## src/rtl/bric_pkg.sv

```systemverilog
package bric_pkg;

    localparam int LIST_DEPTH_DEF  = 4096;
    localparam int BLOCK_WIDTH_DEF = 8;
    localparam int VALUE_W         = 16;
    localparam int OUT_W           = 13;
    localparam logic [OUT_W-1:0] COUNT_MAX = '1;

    typedef enum logic [3:0] {
        ST_LOAD,
        ST_CHK_RD0,
        ST_CHK_RD1,
        ST_CHK_CMP,
        ST_FILL,
        ST_BLK_CMP,
        ST_BLK_ACC,
        ST_MERGE_RD,
        ST_MERGE_CMP,
        ST_FINISH
    } bric_state_t;

    typedef enum logic [3:0] {
        OP_NONE,
        OP_INIT,
        OP_CAP_FIRST,
        OP_BLK_INIT,
        OP_FILL,
        OP_BLK_CMP,
        OP_BLK_ACC,
        OP_MERGE_RD,
        OP_MERGE_CMP,
        OP_FINISH
    } bric_op_t;

    typedef struct packed {
        logic     load_en;
        bric_op_t op;
    } bric_cmd_t;

    typedef struct packed {
        logic pair_done;
        logic empty;
        logic disjoint;
        logic has_blocks;
        logic fill_done;
        logic blk_exit;
        logic merge_go;
        logic out_free;
    } bric_status_t;

endpackage

```

## src/rtl/bric_ctrl.sv

```systemverilog
module bric_ctrl (
    input  logic                   aclk,
    input  logic                   aresetn,
    input  bric_pkg::bric_status_t status,
    output bric_pkg::bric_cmd_t    cmd
);

    bric_pkg::bric_state_t state_reg, state_next;

    always_ff @(posedge aclk) begin
        if (!aresetn) begin
            state_reg <= bric_pkg::ST_LOAD;
        end else begin
            state_reg <= state_next;
        end
    end

    always_comb begin
        state_next = state_reg;
        unique case (state_reg)
            bric_pkg::ST_LOAD: begin
                if (status.pair_done) state_next = bric_pkg::ST_CHK_RD0;
            end
            bric_pkg::ST_CHK_RD0: begin
                state_next = status.empty ? bric_pkg::ST_FINISH : bric_pkg::ST_CHK_RD1;
            end
            bric_pkg::ST_CHK_RD1: begin
                state_next = bric_pkg::ST_CHK_CMP;
            end
            bric_pkg::ST_CHK_CMP: begin
                priority if (status.disjoint) begin
                    state_next = bric_pkg::ST_FINISH;
                end else if (status.has_blocks) begin
                    state_next = bric_pkg::ST_FILL;
                end else begin
                    state_next = bric_pkg::ST_MERGE_RD;
                end
            end
            bric_pkg::ST_FILL: begin
                if (status.fill_done) state_next = bric_pkg::ST_BLK_CMP;
            end
            bric_pkg::ST_BLK_CMP: begin
                state_next = bric_pkg::ST_BLK_ACC;
            end
            bric_pkg::ST_BLK_ACC: begin
                state_next = status.blk_exit ? bric_pkg::ST_MERGE_RD : bric_pkg::ST_FILL;
            end
            bric_pkg::ST_MERGE_RD: begin
                state_next = status.merge_go ? bric_pkg::ST_MERGE_CMP : bric_pkg::ST_FINISH;
            end
            bric_pkg::ST_MERGE_CMP: begin
                state_next = bric_pkg::ST_MERGE_RD;
            end
            bric_pkg::ST_FINISH: begin
                if (status.out_free) state_next = bric_pkg::ST_LOAD;
            end
            default: begin
                state_next = bric_pkg::ST_LOAD;
            end
        endcase
    end

    always_comb begin
        cmd.load_en = 1'b0;
        cmd.op      = bric_pkg::OP_NONE;
        unique case (state_reg)
            bric_pkg::ST_LOAD:      cmd.load_en = 1'b1;
            bric_pkg::ST_CHK_RD0:   cmd.op = bric_pkg::OP_INIT;
            bric_pkg::ST_CHK_RD1:   cmd.op = bric_pkg::OP_CAP_FIRST;
            bric_pkg::ST_CHK_CMP: begin
                if (!status.disjoint && status.has_blocks) cmd.op = bric_pkg::OP_BLK_INIT;
            end
            bric_pkg::ST_FILL:      cmd.op = bric_pkg::OP_FILL;
            bric_pkg::ST_BLK_CMP:   cmd.op = bric_pkg::OP_BLK_CMP;
            bric_pkg::ST_BLK_ACC:   cmd.op = bric_pkg::OP_BLK_ACC;
            bric_pkg::ST_MERGE_RD:  cmd.op = bric_pkg::OP_MERGE_RD;
            bric_pkg::ST_MERGE_CMP: cmd.op = bric_pkg::OP_MERGE_CMP;
            bric_pkg::ST_FINISH: begin
                if (status.out_free) cmd.op = bric_pkg::OP_FINISH;
            end
            default: begin
            end
        endcase
    end

endmodule

```

## config.mk

```make
export PLATFORM = sky130hd
export DESIGN_NAME = bric_ctrl
export DESIGN_NICKNAME = d
export VERILOG_FILES = /design/src/rtl/bric_pkg.sv /design/src/rtl/bric_ctrl.sv
export SDC_FILE = /design/constraint.sdc
export NUM_CORES = 1
export LEC_CHECK = 0
export CELL_PAD_IN_SITES_DETAIL_PLACEMENT = 1
export CELL_PAD_IN_SITES_GLOBAL_PLACEMENT = 1
export CORE_AREA = 2 2 39 41
export CTS_BUF_LIST = sky130_fd_sc_hd__clkbuf_16
export DETAILED_ROUTE_END_ITERATION = 7
export DIE_AREA = 0 0 41 43
export DONT_BUFFER_PORTS = 1
export MAX_ROUTING_LAYER = met4
export PLACE_DENSITY_LB_ADDON = 0.1
export SYNTH_ARGS = -nofsm -noshare
export SYNTH_HDL_FRONTEND = slang
export SYNTH_SLANG_ARGS = --single-unit
```

## constraint.sdc

```tcl
create_clock -name aclk -period 2.66 [get_ports aclk]
set_input_delay 0 -clock aclk [delete_from_list [all_inputs] [get_ports aclk]]
set_output_delay 0 -clock aclk [all_outputs]
set_load 0.02 [all_outputs]
```

==> impl_metrics.toml, run 1 <==
[clocking]
cts_resized = 0
cts_tree = "done"
htree_levels = 1
cts_made_buffers = 3
numClockSinks = 4
cts-root-buf = "clkbuf_16"
postCtsHoldBufs = 1
cts.path.max_buffers = 2
clk_latency_ps = 220
post_cts_buffers = 0
clk_pin_slew_ps = 30

[die]
dieArea_um2 = 1760
die_y_um = 43
fp.dieW_um = 41
rows = 14
io_pins = 15
core-area_um2 = 1380
start_util_pct = 27.3

[yosys]
avgSynthCellArea_um2 = 6.51
synth_largest_area_cell = "dfxtp_1"
yosysSeqAreaShare_pct = 21.2
ys_types = 24
syn-num-nets = 68
ys_warn_count = 0
synthCells = 58
async_reset_ff_share_pct = 0
ys_top_cells_by_area = "dfxtp_1 (21%), a21oi_1 (9.3%), nand2_1 (6.0%), buf_2 (5.3%), nor3_1 (5.3%)"
synth_ff_type = "dfxtp_1"
synth-edff-count = 0
yosysMostFrequentCell = "a21oi_1"
synth_top_area_share_pct = 21.2
synth_area_um2 = 378
ys_top_cells_by_count = "a21oi_1 (7), nand2_1 (6), nor2_1 (5)"
synth.ff_latch_count = 4

[sta]
finalHoldViolCount = 0
rsz0062_at_grt = "no"
tightest_slew_ps = 892
totalNegativeSetupSlack_ps = 0
fin_crit_ps = 1630
fin_skew_ps = 1.28
hold_ws_ps = 5.41
slew_headroom_pct = 40.0
min_period_over_period_pct = 61.1
drv_slew = 0
fmax_mhz = 615
worst_slack_ps = 1030
setup_viol = 0

[grt]
overflow = 0
grt_max_degree = 17
grt_pass1_wl_um = 1880
antenna_found_initial = 0
grtUsageTotal_pct = 15.7
grt_pass1_vias = 401

[placed_design]
place_hpwl_um = 850
pre_cts_slack_ps = 1130
io_buffer_count = 0
dp.cells = 70
place_congestion = 0.791

[route]
vias_per_cell = 5.66
wl_per_cell_um = 16.0
ant_nets = 0
drt_iter0_markers = 3
first_pass_iters = 4
vias = 419
totalWireLength_um = 1180
drc_errors = 0

[worst_setup_path]
r2r_setup_slack_ps = 1110
crit_arrival_ps = 1630
r2r_end = "state_reg[0]"
cp.required_ps = 2660
worstSetupEndpoint = "cmd[3]"
start_kind = "register"
r2r_start = "state_reg[2]"
path_class = "reg2out"
crit_path_end_kind = "output pin"
cp-startpoint = "state_reg[3]"
worstRegToRegCells = 5
cp_max_fo = 16

[status]
status = "finished clean"

[finish]
fill_cells = 185
fin_nets = 70
syn2layout_area_growth_pct = 22.5
diodes = 0
drive_above_1_share_pct = 6.90
instances_no_fill = 74
largest_reg_flops = 4

[hold_path]
min_path_type = "in2reg"

[power_and_ir_drop]
p_per_area_nw_per_um2 = 1350
peakVddDrop_uv = 486
p_leak_nw = 0.173
power.total_mw = 0.623

[flow_run]
cap_violations = 0
[power breakdown]
group,switching (mW),internal [mW]
combinational,0.147,0.0888
sequential,0.0748,0.0828
clock,0.0382,0.192
[cell usage in the layout (no fill, tap or decap)]
cell type	netlist	layout
nand2_1	6	6
nor3_1	4	4
o22ai_1	1	1
o31ai_1	1	1
o21a_1	1	1
nor4_1	2	2
and2_1	2	2
dlygate4sd3_1	0	1
nor2b_1	3	3
a31oi_1	1	1
o32ai_1	1	1
clkbuf_16	0	3
a21oi_1	7	7
o311ai_0	1	1
a32oi_1	1	1
a2111o_1	1	1
a211oi_1	1	1
nand2b_1	3	3
inv_2	1	1
o21ai_1	3	3
nand3b_1	1	1
nor2_1	5	5
inv_1	3	3
dfxtp_1	4	4
o31a_1	1	1
[cells by family (layout without fill, tap and decap cells)]
group / count (synthesis) / after routing / share of synthesized area (%)
and+or+nand+nor: 26 / 26 / 34.8
AOI/OAI and AO/OA: 20 / 20 / 34.8
buffers and inverters: 8 / 8 / 9.27
DFF: 4 / 4 / 21.2
[layer usage]
metal	wire length, µm	part of all wire, %	global-route usage (%)	vias to the layer above
met4	0	0	2.00	0
met5	0	0	-	-
met2	543	46	23.4	11
met3	89	7.5	5.76	0
li1	-	-	-	209
met1	548	46	20.6	199
[worst min-delay path by stage]
stage               cells past startpoint      endpoint  slack (ps)      start
finish                                  2  state_reg[0]           5    aresetn
CTS                                     2  state_reg[0]           6  status[0]
global placement                        1  state_reg[2]         130    aresetn
detailed placement                      1  state_reg[3]         120    aresetn
global route                            2  state_reg[0]          10  status[0]
floorplan                               1  state_reg[3]         120    aresetn
[per-stage QoR]
step / cell area (µm²) / utilization [%]
final: 463 / 33.5
after global routing: 463 / 33.5
after CTS: 463 / 33.5
after detailed placement: 378 / 27.3
after global placement: 378 / 27.3
after floorplan: 378 / -
[worst max-delay path, cell delays in order, from the launching register on]
cell	delay, ps
dfxtp_1	650
nand2b_1	200
nor3_1	560
[final cells by class]
cell class / instances / area [µm²] / share of cell area, %
clock buffers: 3 / 75.1 / 16.2
inverters: 4 / 15.0 / 3.24
multi-input cells: 46 / 263 / 56.8
flip-flops and latches: 4 / 80.1 / 17.3
well taps: 16 / 20.0 / 4.32
repair buffers: 1 / 10.0 / 2.16
No activity file was read; power rests on OpenSTA's default activity.
==> run 2: changes to the inputs <==
==> constraint.sdc (replaced) <==
create_clock -name aclk -period 1.4 [get_ports aclk]
set_input_delay 0 -clock aclk [delete_from_list [all_inputs] [get_ports aclk]]
set_output_delay 0 -clock aclk [all_outputs]
set_load 0.02 [all_outputs]
==> impl_metrics.toml, run 2 (same netlist as run 1, synthesis figures left out) <==
[hold_path]
min_path_type = "in2reg"

[finish]
fin_nets = 86
layout_common_cells = "buf_4 (15), a21oi_1 (7), nand2_1 (6)"
instances_no_fill = 90
drive_above_1_share_pct = 29.7
final_common_cell = "buf_4"
diodes = 0
fill_cells = 181
largest_reg_flops = 4
syn2layout_area_growth_pct = 55.6

[die]
io_pins = 15
rows = 14
dieArea_um2 = 1760
die_y_um = 43
start_util_pct = 27.3
fp.dieW_um = 41
core-area_um2 = 1380

[sta]
tightest_slew_ps = 384
fin_crit_ps = 1330
setup_viol = 0
fmax_mhz = 751
fin_skew_ps = 0.721
slew_headroom_pct = 74.3
finalHoldViolCount = 0
rsz0062_at_grt = "no"
drv_slew = 0
totalNegativeSetupSlack_ps = 0
min_period_over_period_pct = 95.1

[route]
first_pass_iters = 4
totalWireLength_um = 1410
vias = 488
drt_iter0_markers = 1
ant_nets = 0
drc_errors = 0
wl_per_cell_um = 15.7
vias_per_cell = 5.42

[placed_design]
io_buffer_count = 0
place_hpwl_um = 1090
place_congestion = 0.765
dp.cells = 85

[power_and_ir_drop]
power.total_mw = 1.45
pwr-share-clk_pct = 30.5
combPwrFrac_pct = 52.6
p_leak_nw = 0.254
intPower_mw = 0.888
swShare_pct = 38.6
p_per_area_nw_per_um2 = 2460
p_sw_mw = 0.558
p_seq_share_pct = 16.9
peakVddDrop_uv = 1050

[grt]
overflow = 0
antenna_found_initial = 0
grt_max_degree = 10
grt_pass1_wl_um = 2260
grt_pass1_vias = 499
grtUsageTotal_pct = 20.0

[clocking]
clk_latency_ps = 220
post_cts_buffers = 0
cts.path.max_buffers = 2
cts_tree = "done"
htree_levels = 1
cts_made_buffers = 3
cts-root-buf = "clkbuf_16"
numClockSinks = 4
clk_pin_slew_ps = 30

[worst_setup_path]
start_kind = "register"
path_class = "reg2out"
crit_path_end_kind = "output pin"
cp_max_fo = 8
crit_arrival_ps = 1330
cp.required_ps = 1400

[flow_run]
cap_violations = 0

[status]
status = "finished clean"
==> run 2: power by group through the flow <==
stage	clock network (mW)	registers, mW	logic, mW
CTS	0.446	0.238	0.762
global route	0.457	0.251	0.839
detailed placement	0	0.234	0.746
global placement	0	0.232	0.734
finish	0.442	0.244	0.761
floorplan	0	0.186	0.484
==> run 2: area by class of cell <==
class                      count  area, µm²  share of cell area, %
sequential                     4       82.6                   14.0
multi-input combinational     46        263                   44.7
tap                           16       20.0                   3.40
timing repair buffer          17        133                   22.6
inverter                       4       15.0                   2.55
clock buffer                   3       75.1                   12.8
==> run 2: critical path: stages, from the launching register on <==
cell and delay (ps):
dfxtp_1 320, buf_4 170, nand2b_1 160, buf_4 150, nor3_1 140, buf_4 170
==> run 2: worst paths after layout <==
check | start | endpoint | slack [ps] | cells after the start
setup reg to reg | state_reg[2] | state_reg[1] | 70 | 4
setup / recovery | state_reg[1] | cmd[3] | 70 | 5
hold reg to reg | state_reg[0] | state_reg[1] | 680 | 2
hold / removal | status[2] | state_reg[1] | 100 | 3
==> run 2: metrics by stage <==
| stage | instance area [µm²] | utilization (%) | worst slack, ps | hold WS [ps] |
|---|---|---|---|---|
| 5_1_grt | 588 | 42.5 | 17.4 | 134 |
| 3_5_place_dp | 490 | 35.4 | 88.1 | 122 |
| 3_3_place_gp | 490 | 35.4 | 92.3 | 120 |
| 2_1_floorplan | 378 | - | 198 | 118 |
| 4_1_cts | 587 | 42.4 | 16.3 | 94.1 |
| 6_report | 588 | 42.5 | 69.0 | 100 |
==> run 2: repair_timing <==
action,4_1_cts,5_1_grt
resized for setup,1,3
hold endpoints to repair,4,0
endpoints found under the setup margin,1,4
hold buffers,2,0
==> run 2: per-layer routing <==
layer / routed length [µm] / part of all wire (%) / up-vias / track usage (%)
met3: 68 / 4.8 / 2 / 3.66
met1: 662 / 47 / 229 / 26.8
met5: 0 / 0 / - / -
met2: 668 / 47 / 12 / 28.7
met4: 10 / 0.71 / 0 / 8.00
li1: - / - / 245 / -
